<file path="src/rtl/rsame_pkg.sv">
`default_nettype none
// ----------------------------------------------------------------------------
// rsame_pkg: shared types and constants of the modular exponentiation block
// Command and status bundles between controller and datapath, register
// indexes and fixed field widths.
// ----------------------------------------------------------------------------
package rsame_pkg;

  localparam int BLOCK_W   = 32;
  localparam int EXP_W     = 32;
  localparam int MUL_CNT_W = $clog2(BLOCK_W);

  // Register indexes on the configuration port (word address).
  localparam logic [1:0] REG_MODULUS = 2'd0;
  localparam logic [1:0] REG_ENC_EXP = 2'd1;
  localparam logic [1:0] REG_DEC_EXP = 2'd2;

  // Operand selection of the modular multiplier.
  typedef enum logic [1:0] {
    MUL_REDUCE = 2'd0,
    MUL_ACC    = 2'd1,
    MUL_SQ     = 2'd2
  } mul_sel_t;

  typedef struct packed {
    logic     load;
    logic     mul_start;
    mul_sel_t mul_sel;
    logic     shift_expo;
  } cmd_t;

  typedef struct packed {
    logic mul_done;
    logic expo_zero;
    logic expo_lsb;
    logic err;
  } sts_t;

endpackage : rsame_pkg
`default_nettype wire

</file>
<file path="src/rtl/rsa_block_modular_exponentiation_top.sv">
`default_nettype none
// ----------------------------------------------------------------------------
// rsa_block_modular_exponentiation_top: RSA block modular exponentiation
// Raises a block to the public or private exponent modulo the modulus.
// ----------------------------------------------------------------------------
// Usage. Program modulus (address 0), encrypt_exponent (address 4) and
// decrypt_exponent (address 8) through the APB port while the block is idle;
// all three reset to zero and read back their written values. Each input
// transaction (req_type, block_value) yields exactly one output transaction
// (result_value, error_flag). The error flag is set, with a zero result,
// when the modulus is below two or a decrypt finds a zero private exponent.
// Only the low MOD_WIDTH bits of the modulus take part.
//
// Operation. The input is first reduced modulo n, then the exponent is walked
// from its least significant bit. Every modular multiplication runs on the
// single bit-serial unit; transactions are handled one at a time.
//
// Stalls and reset. The result sits in an output register; a new input is
// taken as soon as the datapath is free, even while that result is waiting.
// A finished result waits inside the controller until the output register
// drains. Synchronous reset clears the key registers, the sequencer and the
// output valid; no memory needs clearing.
// ----------------------------------------------------------------------------
module rsa_block_modular_exponentiation_top #(
  parameter int MOD_WIDTH = 32
) (
  input  wire         clk,
  input  wire         rst,
  input  wire         psel,
  input  wire         penable,
  input  wire         pwrite,
  input  wire  [3:0]  paddr,
  input  wire  [31:0] pwdata,
  output logic [31:0] prdata,
  output logic        pready,
  input  wire         in_valid,
  output logic        in_ready,
  input  wire         req_type,
  input  wire  [31:0] block_value,
  output logic        out_valid,
  input  wire         out_ready,
  output logic [31:0] result_value,
  output logic        error_flag
);
  import rsame_pkg::*;

  logic [31:0] modulus;
  logic [31:0] encrypt_exponent;
  logic [31:0] decrypt_exponent;
  logic        cfg_write;

  cmd_t        cmd;
  sts_t        sts;
  logic        out_load;
  logic        out_free;
  logic [BLOCK_W-1:0] dp_result;
  logic        dp_err;

  // The APB port never inserts wait states; the register index is the word
  // address, so byte offsets within a word are ignored.
  assign pready    = 1'b1;
  assign cfg_write = psel && penable && pwrite && pready;

  always_ff @(posedge clk) begin
    if (rst) begin
      modulus          <= '0;
      encrypt_exponent <= '0;
      decrypt_exponent <= '0;
    end else if (cfg_write) begin
      unique case (paddr[3:2])
        REG_MODULUS: modulus          <= pwdata;
        REG_ENC_EXP: encrypt_exponent <= pwdata;
        REG_DEC_EXP: decrypt_exponent <= pwdata;
        default: ;
      endcase
    end
  end

  always_comb begin
    unique case (paddr[3:2])
      REG_MODULUS: prdata = modulus;
      REG_ENC_EXP: prdata = encrypt_exponent;
      REG_DEC_EXP: prdata = decrypt_exponent;
      default:     prdata = '0;
    endcase
  end

  // The output register frees up in the same cycle its transaction is taken.
  assign out_free = !out_valid || out_ready;

  rsame_ctrl u_ctrl (
    .clk      (clk),
    .rst      (rst),
    .in_valid (in_valid),
    .in_ready (in_ready),
    .out_free (out_free),
    .out_load (out_load),
    .cmd      (cmd),
    .sts      (sts)
  );

  rsame_dp #(
    .MOD_WIDTH (MOD_WIDTH)
  ) u_dp (
    .clk         (clk),
    .rst         (rst),
    .cmd         (cmd),
    .sts         (sts),
    .n           (modulus[MOD_WIDTH-1:0]),
    .enc_exp     (encrypt_exponent),
    .dec_exp     (decrypt_exponent),
    .req_type    (req_type),
    .block_value (block_value),
    .result      (dp_result),
    .err_value   (dp_err)
  );

  always_ff @(posedge clk) begin
    if (rst) begin
      out_valid <= 1'b0;
    end else if (out_load) begin
      out_valid <= 1'b1;
    end else if (out_ready) begin
      out_valid <= 1'b0;
    end
  end

  always_ff @(posedge clk) begin
    if (out_load) begin
      result_value <= dp_result;
      error_flag   <= dp_err;
    end
  end

endmodule : rsa_block_modular_exponentiation_top
`default_nettype wire

</file>
<file path="src/rtl/rsame_dp.sv">
`default_nettype none
// ----------------------------------------------------------------------------
// rsame_dp: exponentiation datapath
// Holds base, accumulator and exponent, and a bit-serial modular multiplier
// that handles one multiplier bit per cycle.
// ----------------------------------------------------------------------------
module rsame_dp #(
  parameter int MOD_WIDTH = 32
) (
  input  wire                      clk,
  input  wire                      rst,
  input  rsame_pkg::cmd_t          cmd,
  output rsame_pkg::sts_t          sts,
  input  wire [MOD_WIDTH-1:0]      n,
  input  wire [rsame_pkg::EXP_W-1:0] enc_exp,
  input  wire [rsame_pkg::EXP_W-1:0] dec_exp,
  input  wire                      req_type,
  input  wire [rsame_pkg::BLOCK_W-1:0] block_value,
  output logic [rsame_pkg::BLOCK_W-1:0] result,
  output logic                     err_value
);
  import rsame_pkg::*;

  logic [BLOCK_W-1:0]   base;
  logic [MOD_WIDTH-1:0] acc;
  logic [EXP_W-1:0]     expo;
  logic                 err;

  logic [BLOCK_W-1:0]   mul_a;
  logic [MOD_WIDTH-1:0] mul_b;
  logic [MOD_WIDTH-1:0] mul_r;
  logic [MUL_CNT_W-1:0] mul_cnt;
  logic                 mul_busy;
  logic                 mul_done;
  mul_sel_t             mul_dst;

  logic [BLOCK_W-1:0]   a_start;
  logic [MOD_WIDTH-1:0] b_start;
  logic [MOD_WIDTH+1:0] r2;
  logic [MOD_WIDTH+1:0] n1;
  logic [MOD_WIDTH+1:0] n2;
  logic [MOD_WIDTH+1:0] r_step;
  logic [MOD_WIDTH-1:0] r_new;
  logic                 last_step;
  logic                 load_err;

  assign load_err = (n[MOD_WIDTH-1:1] == '0) || (req_type && (dec_exp == '0));

  always_comb begin
    case (cmd.mul_sel)
      MUL_REDUCE: begin
        a_start = base;
        b_start = MOD_WIDTH'(1);
      end
      MUL_ACC: begin
        a_start = BLOCK_W'(acc);
        b_start = base[MOD_WIDTH-1:0];
      end
      MUL_SQ: begin
        a_start = base;
        b_start = base[MOD_WIDTH-1:0];
      end
      default: begin
        a_start = base;
        b_start = '0;
      end
    endcase
  end

  // One step of interleaved multiplication: r = (2r + bit*b) mod n, with
  // r and b below n, so the sum stays below 3n.
  always_comb begin
    n1 = {2'b00, n};
    n2 = {1'b0, n, 1'b0};
    r2 = {1'b0, mul_r, 1'b0} + {2'b00, (mul_a[BLOCK_W-1] ? mul_b : '0)};
    if (r2 >= n2) begin
      r_step = r2 - n2;
    end else if (r2 >= n1) begin
      r_step = r2 - n1;
    end else begin
      r_step = r2;
    end
    r_new = r_step[MOD_WIDTH-1:0];
  end

  assign last_step = (mul_cnt == MUL_CNT_W'(BLOCK_W - 1));

  always_ff @(posedge clk) begin
    if (rst) begin
      mul_busy <= 1'b0;
      mul_done <= 1'b0;
    end else begin
      mul_done <= 1'b0;
      if (cmd.mul_start) begin
        mul_busy <= 1'b1;
      end else if (mul_busy && last_step) begin
        mul_busy <= 1'b0;
        mul_done <= 1'b1;
      end
    end
  end

  always_ff @(posedge clk) begin
    if (cmd.load) begin
      base <= block_value;
      acc  <= MOD_WIDTH'(1);
      expo <= req_type ? dec_exp : enc_exp;
      err  <= load_err;
    end
    if (cmd.shift_expo) begin
      expo <= expo >> 1;
    end
    if (cmd.mul_start) begin
      mul_a   <= a_start;
      mul_b   <= b_start;
      mul_r   <= '0;
      mul_cnt <= '0;
      mul_dst <= cmd.mul_sel;
    end else if (mul_busy) begin
      mul_a   <= mul_a << 1;
      mul_r   <= r_new;
      mul_cnt <= mul_cnt + MUL_CNT_W'(1);
      if (last_step) begin
        case (mul_dst)
          MUL_ACC: acc  <= r_new;
          default: base <= BLOCK_W'(r_new);
        endcase
      end
    end
  end

  assign sts.mul_done  = mul_done;
  assign sts.expo_zero = (expo == '0);
  assign sts.expo_lsb  = expo[0];
  assign sts.err       = err;

  assign result    = err ? '0 : BLOCK_W'(acc);
  assign err_value = err;

endmodule : rsame_dp
`default_nettype wire

</file>
<file path="src/rtl/rsame_ctrl.sv">
`default_nettype none
// ----------------------------------------------------------------------------
// rsame_ctrl: exponentiation sequencer
// Walks the exponent from its low end, ordering the multiplications of the
// datapath, and hands the finished result to the output register.
// ----------------------------------------------------------------------------
module rsame_ctrl (
  input  wire             clk,
  input  wire             rst,
  input  wire             in_valid,
  output logic            in_ready,
  input  wire             out_free,
  output logic            out_load,
  output rsame_pkg::cmd_t cmd,
  input  rsame_pkg::sts_t sts
);
  import rsame_pkg::*;

  typedef enum logic [5:0] {
    ST_IDLE    = 6'b000001,
    ST_START   = 6'b000010,
    ST_REDUCE  = 6'b000100,
    ST_CHECK   = 6'b001000,
    ST_MUL_ACC = 6'b010000,
    ST_MUL_SQ  = 6'b100000
  } state_t;

  state_t state;
  state_t state_next;
  logic   finish;

  // A finished or failed transaction waits in ST_IDLE-bound form: finish
  // marks the cycle in which the result is ready for the output register.
  logic   pending;
  logic   pending_next;

  always_comb begin
    state_next     = state;
    pending_next   = pending;
    cmd.load       = 1'b0;
    cmd.mul_start  = 1'b0;
    cmd.mul_sel    = MUL_REDUCE;
    cmd.shift_expo = 1'b0;
    finish         = 1'b0;
    unique case (state)
      ST_IDLE: begin
        if (pending) begin
          if (out_free) begin
            finish       = 1'b1;
            pending_next = 1'b0;
          end
        end else if (in_valid) begin
          cmd.load   = 1'b1;
          state_next = ST_START;
        end
      end
      ST_START: begin
        if (sts.err) begin
          pending_next = 1'b1;
          state_next   = ST_IDLE;
        end else begin
          cmd.mul_start = 1'b1;
          cmd.mul_sel   = MUL_REDUCE;
          state_next    = ST_REDUCE;
        end
      end
      ST_REDUCE: begin
        if (sts.mul_done) begin
          state_next = ST_CHECK;
        end
      end
      ST_CHECK: begin
        if (sts.expo_zero) begin
          pending_next = 1'b1;
          state_next   = ST_IDLE;
        end else if (sts.expo_lsb) begin
          cmd.mul_start = 1'b1;
          cmd.mul_sel   = MUL_ACC;
          state_next    = ST_MUL_ACC;
        end else begin
          cmd.mul_start = 1'b1;
          cmd.mul_sel   = MUL_SQ;
          state_next    = ST_MUL_SQ;
        end
      end
      ST_MUL_ACC: begin
        if (sts.mul_done) begin
          cmd.mul_start = 1'b1;
          cmd.mul_sel   = MUL_SQ;
          state_next    = ST_MUL_SQ;
        end
      end
      ST_MUL_SQ: begin
        if (sts.mul_done) begin
          cmd.shift_expo = 1'b1;
          state_next     = ST_CHECK;
        end
      end
      default: begin
        state_next = ST_IDLE;
      end
    endcase
  end

  assign in_ready = (state == ST_IDLE) && !pending;
  assign out_load = finish;

  always_ff @(posedge clk) begin
    if (rst) begin
      state   <= ST_IDLE;
      pending <= 1'b0;
    end else begin
      state   <= state_next;
      pending <= pending_next;
    end
  end

endmodule : rsame_ctrl
`default_nettype wire

</file>
<file path="config.mk">
export PLATFORM = sky130hd
export DESIGN_NAME = rsa_block_modular_exponentiation_top
export DESIGN_NICKNAME = d
export VERILOG_FILES = /design/src/rtl/rsame_pkg.sv /design/src/rtl/rsa_block_modular_exponentiation_top.sv /design/src/rtl/rsame_dp.sv /design/src/rtl/rsame_ctrl.sv
export SDC_FILE = /design/constraint.sdc
export NUM_CORES = 1
export LEC_CHECK = 0
export ABC_AREA = 1
export BUFFER_PORTS_ARGS = -buffer_cell sky130_fd_sc_hd__buf_2
export CORE_ASPECT_RATIO = 0.9
export CORE_MARGIN = 4
export CORE_UTILIZATION = 60
export DETAILED_ROUTE_END_ITERATION = 8
export PLACE_DENSITY = 0.9
export SLEW_MARGIN = 10
export SYNTH_ARGS = -nofsm -noshare
export SYNTH_HDL_FRONTEND = slang
export SYNTH_SLANG_ARGS = --single-unit
</file>
<file path="constraint.sdc">
create_clock -name clk -period 10.9 [get_ports clk]
set_input_delay 1.635 -clock clk [delete_from_list [all_inputs] [get_ports clk]]
set_output_delay 1.635 -clock clk [all_outputs]
set_load 0.02 [all_outputs]
</file>
==> flow_metrics.tcl, run 1 <==
set metrics [dict create \
    synth.yosys.warnings 0 \
    grt_first_pass_wirelength_um 115000 \
    worst_ep_arrival_time_ns 6.48 \
    maxCapViolCount 0 \
    fill_cells 2966 \
    finalWeightedCongestion 1.08 \
    post_cts.repair.setup_buffers 0 \
    final.period_utilization 0.556 \
    design.portCount 144 \
    required_ns 11.32 \
    cts_max_path_buffers 3 \
    p_comb_frac 0.640 \
    postSynthAreaPerCell_um2 6.87 \
    initial_drc_count 3061 \
    multi_input_comb_area_um2 11500 \
    grt_usage 0.364 \
    worstSkewPairLatency_ns 0.54 \
    firstDrtPassIters 7 \
    initial_antenna_violation_count 1 \
    worst-r2r-setup-slack_ns 4.84 \
    clk_transition_reported_paths_ns 0.06 \
    chipWidth_um 208 \
    clock_power_share 0.163 \
    syn2layout_area_growth_pct 10.0 \
    row_count 65 \
    vias_post_dr 22165 \
    largest_cells_by_area_after_synthesis "sky130_fd_sc_hd__dfxtp_1 19%, sky130_fd_sc_hd__edfxtp_1 18%, sky130_fd_sc_hd__nand2_1 17%" \
    max_slew_margin 0.137 \
    ys_seq_area_frac 0.375 \
    register_area_um2 8100 \
    cp-end-kind "flop" \
    syn-cell-area_um2 21600 \
    netSwitchingFraction 0.525 \
    fmax_mhz 165 \
    cts_buffers 36 \
    final_report_max_slew_violation_count 0 \
    chipHeight_um 188 \
    switching_power_uw 4040 \
    post_detailed_route_drc_marker_count 0 \
    netlist.area_leader.share 0.193 \
    grt_overflow 0 \
    final.min_clock_period_ns 6.06 \
    final-hold-violation-count 0 \
    p_leak_uw 0.0114 \
    drtAntennaViolNets 0 \
    routedWlPerCell_um 19.9 \
    drt-vias-per-instance 5.95 \
    report.final.setup_viol 0 \
    power.internal_uw 3660 \
    antennaDiodeCount 0 \
    worstPathMaxFanout 32 \
    via_count_of_the_first_global_routing_pass 20634 \
    power.density_cell_area_nw_per_um2 324 \
    start_kind "flop" \
    unrepaired_setup_endpoints_after_global_routing "no" \
    setup_total_negative_slack_ns 0 \
    dpl.hpwl_um 54900 \
    core-area_um2 35300 \
    hold_path.class "reg2reg" \
    cell_count_after_synthesis 3147 \
    floorplan.die_area_um2 39100 \
    buffer_ports.inserted 140 \
    floorplan.initialDensity 0.612 \
    postRouteWirelength_um 74100 \
    synth_cell_type_count 50 \
    grt_max_degree 97 \
    h-tree-depth 2 \
    tritoncts_clock_tree "yes" \
    ctsHoldBuffers 0 \
    count_of_nets_after_finishing 3409 \
    layout-drive-gt1-share 0.0863 \
    synth_top_cell_by_area "sky130_fd_sc_hd__dfxtp_1" \
    clock_sink_count 339 \
    net_count_of_the_mapped_netlist 3326 \
    critPathKind "reg2reg" \
    critical_path.max_stage_delay_ns 0.80 \
    post_cts_resize_count 0 \
    timing.clock.skew_ns 0.0200 \
    cts_root_buffer "sky130_fd_sc_hd__clkbuf_16" \
    whs_ns 0.459 \
    power.sequential.fraction 0.197 \
    crit_top_cell "sky130_fd_sc_hd__nand2_1" \
    tightest_slew_ns 1.29 \
    peakVddDrop_uv 330 \
    ys_seq_elements 339 \
    critical-path-slowest-cell "sky130_fd_sc_hd__nand3_2" \
    outcome "completed" \
]
power by group through the flow:
stage,Sequential (uW),Combinational (uW),Clock (uW)
after floorplan,1520,3450,0
after global placement,1540,4700,0
after detailed placement,1540,4740,0
after CTS,1520,4790,1250
after global routing,1530,5390,1310
final,1520,4930,1250
critical path: cells and delay by family (launching register included):
family	cells	cell delay, ns
XOR/XNOR	1	0.39
flip-flops	1	0.33
AO/OA/AOI/OAI	1	0.52
adder cells (fa/ha/maj)	3	1.02
AND/OR/NAND/NOR	18	3.06
buffers and inverters	4	0.60
synthesized netlist by cell type (all sizes together):
| cell type | instances |
|---|---|
| buf | 32 |
| nand3b | 4 |
| o21bai | 24 |
| nand3 | 230 |
| or2 | 16 |
| fa | 3 |
| o211ai | 10 |
| a211oi | 4 |
| o21a | 4 |
| and3 | 1 |
| a22o | 2 |
| nor3b | 2 |
| o21ai | 199 |
| nor4 | 26 |
| clkbuf | 85 |
| clkinv | 4 |
| a21o | 12 |
| edfxtp | 131 |
| nand2 | 1005 |
| a31oi | 29 |
| a21boi | 7 |
| and2 | 4 |
| o32ai | 1 |
| nor2 | 273 |
| a211o | 1 |
| inv | 419 |
| nand4 | 27 |
| xnor2 | 18 |
| o221ai | 32 |
| ha | 100 |
| conb | 1 |
| dfxtp | 208 |
| xor2 | 49 |
| a21oi | 158 |
| nor3 | 26 |
layout by cell type (no fill, tap or decap), types with 5 or more instances in the layout:
cell / netlist / routed
sky130_fd_sc_hd__or2_1: 7 / 7
sky130_fd_sc_hd__xor2_1: 49 / 49
sky130_fd_sc_hd__o21ai_0: 195 / 195
sky130_fd_sc_hd__nor2_1: 267 / 265
sky130_fd_sc_hd__clkinv_1: 4 / 8
sky130_fd_sc_hd__nand3_1: 216 / 216
sky130_fd_sc_hd__nor2_2: 5 / 5
sky130_fd_sc_hd__nand4_1: 27 / 27
sky130_fd_sc_hd__a21o_1: 12 / 12
sky130_fd_sc_hd__o221ai_1: 32 / 32
sky130_fd_sc_hd__xnor2_1: 18 / 18
sky130_fd_sc_hd__edfxtp_1: 131 / 131
sky130_fd_sc_hd__clkbuf_8: 0 / 5
sky130_fd_sc_hd__nand2_2: 22 / 23
sky130_fd_sc_hd__inv_1: 415 / 414
sky130_fd_sc_hd__buf_4: 8 / 22
sky130_fd_sc_hd__dfxtp_1: 208 / 208
sky130_fd_sc_hd__ha_1: 100 / 99
sky130_fd_sc_hd__nand2_1: 983 / 982
sky130_fd_sc_hd__buf_2: 18 / 140
sky130_fd_sc_hd__a21oi_1: 155 / 155
sky130_fd_sc_hd__nor4_1: 25 / 25
sky130_fd_sc_hd__or2_2: 9 / 9
sky130_fd_sc_hd__nand3_2: 14 / 14
sky130_fd_sc_hd__nor3_1: 24 / 23
sky130_fd_sc_hd__clkbuf_16: 0 / 37
sky130_fd_sc_hd__inv_2: 4 / 5
sky130_fd_sc_hd__a21boi_0: 5 / 5
sky130_fd_sc_hd__a31oi_1: 29 / 29
sky130_fd_sc_hd__clkbuf_1: 85 / 9
sky130_fd_sc_hd__o21bai_1: 24 / 24
sky130_fd_sc_hd__o211ai_1: 10 / 10
sequential cells by signal (all words and copies together) (netlist names):
name,count
error_flag,1
u_dp.err_value,1
u_dp.mul_r,32
u_dp.mul_busy,1
out_valid,1
u_dp.expo,32
u_dp.mul_dst,2
u_dp.base,32
encrypt_exponent,32
u_dp.mul_b,32
u_ctrl.pending,1
u_dp.mul_cnt,5
modulus,32
u_ctrl.state,6
result_value,32
u_dp.mul_done,1
u_dp.mul_a,32
decrypt_exponent,32
u_dp.acc,32
per-layer routing:
| metal | vias up | GRT usage | part of all wire |
|---|---|---|---|
| met2 | 1345 | 0.560 | 0.43 |
| met3 | 237 | 0.0703 | 0.11 |
| met5 | - | 0 | 0.000094 |
| met4 | 2 | 0.144 | 0.043 |
| li1 | 10362 | - | - |
| met1 | 10219 | 0.508 | 0.41 |
stage by stage:
| step | instances | cell area [um^2] | power, uW | util | worst slack (ns) |
|---|---|---|---|---|---|
| after CTS | 3725 | 23800 | 7550 | 0.673 | 4.99 |
| final | 3725 | 23800 | 7700 | 0.674 | 4.84 |
| after detailed placement | 3661 | 22600 | 6280 | 0.640 | 5.02 |
| after global placement | 3661 | 22600 | 6230 | 0.640 | 5.13 |
| after floorplan | 3147 | 21600 | 4970 | - | 6.83 |
| after global routing | 3725 | 23800 | 8230 | 0.674 | 4.43 |
kinds of logic (layout without fill, tap and decap cells):
| kind of cell | after synthesis | after routing | synth area share |
|---|---|---|---|
| simple gates | 1614 | 1614 | 0.312 |
| buf+inv | 540 | 649 | 0.0973 |
| compound gates | 483 | 483 | 0.128 |
| flops | 339 | 339 | 0.375 |
| fa+ha+maj | 103 | 103 | 0.0607 |
| xor+xnor | 67 | 67 | 0.0272 |
| other cells | 1 | 1 | 0.000174 |
final cells by class:
class / instances / area share
Clock buffer: 51 / 0.0433
Inverter: 423 / 0.0668
Clock inverter: 13 / 0.00647
Tap cell: 469 / 0.0247
Sequential cell: 339 / 0.341
Multi-Input combinational cell: 2268 / 0.482
Timing Repair Buffer: 162 / 0.0364
worst paths after layout:
path	from	end	depth (start not counted)
setup / recovery	u_dp.mul_a[31]	u_dp.mul_r[2]	27
hold / removal	u_dp.mul_r[2]	u_dp.mul_r[2]	2
setup reg to reg	u_dp.mul_a[31]	u_dp.mul_r[2]	27
hold reg to reg	u_dp.mul_r[2]	u_dp.mul_r[2]	2
(Power assumes the default switching activity.)
==> run 2: changes to the inputs <==
ABC_AREA = 0   (was 1)
clock period = 5.8 ns   (was 10.9 ns; I/O delays follow)
==> flow_metrics.tcl, run 2 <==
set metrics [dict create \
    outcome "completed" \
    grt_overflow 0 \
    synth_ff_type "sky130_fd_sc_hd__dfxtp_1" \
    netlist.area_leader.share 0.206 \
    cts_root_buffer "sky130_fd_sc_hd__clkbuf_16" \
    routedWlPerCell_um 20.2 \
    via_count_of_the_first_global_routing_pass 17719 \
    peakVddDrop_uv 402 \
    post_synth_xor_area_fraction 0.0352 \
    layout_common_cells "409 x sky130_fd_sc_hd__nand2_1, 233 x sky130_fd_sc_hd__a21oi_1, 208 x sky130_fd_sc_hd__dfxtp_1, 167 x sky130_fd_sc_hd__o21ai_0, 139 x sky130_fd_sc_hd__buf_2" \
    floorplan.initialDensity 0.611 \
    synthArstFlopShare 0 \
    synth_top_cell_by_area "sky130_fd_sc_hd__dfxtp_1" \
    commonest_non_fill_non_tap_cell_in_the_layout "sky130_fd_sc_hd__nand2_1" \
    post_detailed_route_drc_marker_count 0 \
    postSynthAreaPerCell_um2 8.65 \
    switching_power_uw 4940 \
    worst_r2r_path_depth 23 \
    cell_count_after_synthesis 2331 \
    timing.clock.skew_ns 0.0213 \
    report.final.setup_viol 0 \
    core-area_um2 33000 \
    largest_cells_by_area_after_synthesis "sky130_fd_sc_hd__dfxtp_1 21%, sky130_fd_sc_hd__edfxtp_1 20%, sky130_fd_sc_hd__nand2_1 7.6%" \
    fmax_mhz 178 \
    vias_post_dr 18564 \
    synth_edf_count 131 \
    yosys-top-cells-count "409 x sky130_fd_sc_hd__nand2_1, 235 x sky130_fd_sc_hd__a21oi_1, 208 x sky130_fd_sc_hd__dfxtp_1" \
    hold_path.class "reg2reg" \
    h-tree-depth 2 \
    initial_antenna_violation_count 1 \
    hold-path-endpoint "modulus[22]" \
    whs_ns 0.470 \
    antennaDiodeCount 0 \
    ys_seq_area_frac 0.401 \
    clock_power_share 0.203 \
    syn-cell-area_um2 20200 \
    firstDrtPassIters 6 \
    tightest_slew_ns 1.12 \
    main_combinational_cell_family_by_area_after_synthesis "simple AND/OR/NAND/NOR gates" \
    power.density_cell_area_nw_per_um2 516 \
    cp-end-kind "flop" \
    p_leak_uw 0.00907 \
    share_of_the_synthesized_area_in_compound_gates_ao_oa_aoi_oai 0.196 \
    buffer_ports.inserted 140 \
    critPathKind "reg2reg" \
    worst_ep_arrival_time_ns 6.03 \
    power.internal_uw 6860 \
    drt-vias-per-instance 6.38 \
    cts_max_path_buffers 3 \
    post_synthesis_simple_gate_area_fraction 0.197 \
    final.min_clock_period_ns 5.63 \
    final_report_max_slew_violation_count 0 \
    count_of_nets_after_finishing 2640 \
    worstPathMaxFanout 17 \
    design.portCount 144 \
    cts_buffers 35 \
    setup_total_negative_slack_ns 0 \
    syn2layout_area_growth_pct 13.4 \
    net_count_of_the_mapped_netlist 2510 \
    unrepaired_setup_endpoints_after_global_routing "no" \
    tritoncts_clock_tree "yes" \
    clk_transition_reported_paths_ns 0.07 \
    holdPathStages 2 \
    worst-r2r-setup-slack_ns 0.17 \
    critical_path.reg2reg.endpoint "u_dp.mul_r[23]" \
    finalWeightedCongestion 0.971 \
    grt_max_degree 107 \
    post_synth_fa_ha_maj_area_fraction 0.0650 \
    final-hold-violation-count 0 \
    finalPower_uw 11800 \
    dpl.hpwl_um 41300 \
    floorplan.die_area_um2 36600 \
    chipWidth_um 201 \
    timing.hold.worst.start "modulus[22]" \
    grt_first_pass_wirelength_um 92100 \
    p_comb_frac 0.556 \
    maxCapViolCount 0 \
    grt_usage 0.305 \
    layout-drive-gt1-share 0.140 \
    netSwitchingFraction 0.419 \
    yosysMostFrequentCell "sky130_fd_sc_hd__nand2_1" \
    post_synth_mux_area_share 0.0680 \
    max_slew_margin 0.248 \
    drtAntennaViolNets 0 \
    ys_seq_elements 339 \
    critical_path.reg2reg.startpoint "u_dp.mul_a[31]" \
    start_kind "flop" \
    clock_sink_count 339 \
    ctsHoldBuffers 0 \
    power.sequential.fraction 0.242 \
    row_count 63 \
    synth_cell_type_count 93 \
    final.period_utilization 0.970 \
    synth.yosys.warnings 0 \
    worstSkewPairLatency_ns 0.54 \
    required_ns 6.21 \
    chipHeight_um 182 \
    postRouteWirelength_um 58800 \
    initial_drc_count 1941 \
]
[run 2: cell count changes in the layout (fill, tap and decap cells not counted), sizes merged, moves of 25 or more]
cell	delta
a211oi	+47
a21o	+33
a21oi	+81
and2	+89
buf	+58
inv	-356
mux2i	+117
nand2	-596
nand3	-192
nor2	-178
nor2b	+53
o221ai	-31
xnor2	+39
xor2	-25
[run 2: through the flow]
stage          cell area (um^2)   util  setup slack, ns  instances
5_1_grt                   22900  0.692          0.00386       2910
3_5_place_dp              21500  0.652           0.0421       2844
2_1_floorplan             20200      -            0.702       2331
4_1_cts                   22800  0.689            0.141       2909
3_3_place_gp              21500  0.652            0.184       2844
6_report                  22900  0.692            0.173       2910
[run 2: worst max path at each step]
stage                   startpoint             end  slack [ns]  cells past startpoint
detailed placement  u_dp.mul_a[31]     u_dp.acc[8]        0.04                     23
CTS                 u_dp.mul_a[31]  u_dp.mul_r[23]        0.14                     23
finish              u_dp.mul_a[31]  u_dp.mul_r[23]        0.17                     23
global placement    u_dp.mul_a[31]     u_dp.acc[8]        0.18                     24
floorplan           u_dp.mul_a[31]  u_dp.mul_r[21]        0.70                     24
global route        u_dp.mul_a[31]  u_dp.mul_r[12]       0.004                     22
[run 2: worst max-delay path: stages, from the launching register on]
cell                       delay [ns]
sky130_fd_sc_hd__edfxtp_1        0.48
sky130_fd_sc_hd__and2_1          0.18
sky130_fd_sc_hd__ha_1            0.23
sky130_fd_sc_hd__inv_1           0.09
sky130_fd_sc_hd__fa_1            0.40
sky130_fd_sc_hd__nand2b_1        0.19
sky130_fd_sc_hd__a21oi_2         0.18
sky130_fd_sc_hd__o211a_1         0.21
sky130_fd_sc_hd__nor2_2          0.09
sky130_fd_sc_hd__o21a_1          0.23
sky130_fd_sc_hd__o31a_1          0.31
sky130_fd_sc_hd__o311a_4         0.41
sky130_fd_sc_hd__ha_1            0.32
sky130_fd_sc_hd__and3_1          0.19
sky130_fd_sc_hd__and2_1          0.17
sky130_fd_sc_hd__a21o_1          0.16
sky130_fd_sc_hd__a21oi_1         0.16
sky130_fd_sc_hd__o21bai_1        0.13
sky130_fd_sc_hd__o21ba_2         0.33
sky130_fd_sc_hd__nand3_4         0.11
sky130_fd_sc_hd__buf_12          0.20
sky130_fd_sc_hd__mux2_4          0.30
sky130_fd_sc_hd__mux2i_2         0.31
sky130_fd_sc_hd__a21oi_1         0.12
[run 2: logic make-up after synthesis]
kind of cell,count (synthesis)
other,1
muxes,132
adders and majority gates,103
AOI/OAI and AO/OA,653
buffers and inverters,189
xor gates and xnor gates,81
DFF,339
and+or+nand+nor,833
[run 2: per-layer routing]
| metal | part of all wire | track usage | wire length (um) | vias to the layer above |
|---|---|---|---|---|
| met3 | 0.078 | 0.0400 | 4570 | 182 |
| met2 | 0.48 | 0.515 | 28100 | 932 |
| met5 | 0.00022 | 0 | 13 | - |
| met1 | 0.41 | 0.405 | 23900 | 8858 |
| met4 | 0.038 | 0.110 | 2210 | 2 |
| li1 | - | - | - | 8590 |
[run 2: power groups by stage]
| stage | clock network (uW) | registers (uW) | logic [uW] |
|---|---|---|---|
| floorplan | 0 | 2840 | 4330 |
| global placement | 0 | 2880 | 6150 |
| detailed placement | 0 | 2890 | 6310 |
| CTS | 2400 | 2840 | 6370 |
| global route | 2500 | 2870 | 7040 |
| finish | 2390 | 2850 | 6560 |
[run 2: layout make-up]
type,instances,area [um^2]
clock inverters,13,184
inverters,62,235
clock buffers,51,1040
well taps,422,528
fillers,2442,10200
multi-input cells,1803,11400
repair buffers,220,1350
flip-flops and latches,339,8100
[run 2: what timing repair did]
| action | CTS | global route |
|---|---|---|
| setup endpoints to repair | 4 | 91 |
| setup buffers | 1 | 0 |
| hold endpoints to repair | 0 | 0 |
| cloned | 0 | 0 |
| resized for setup | 1 | 21 |
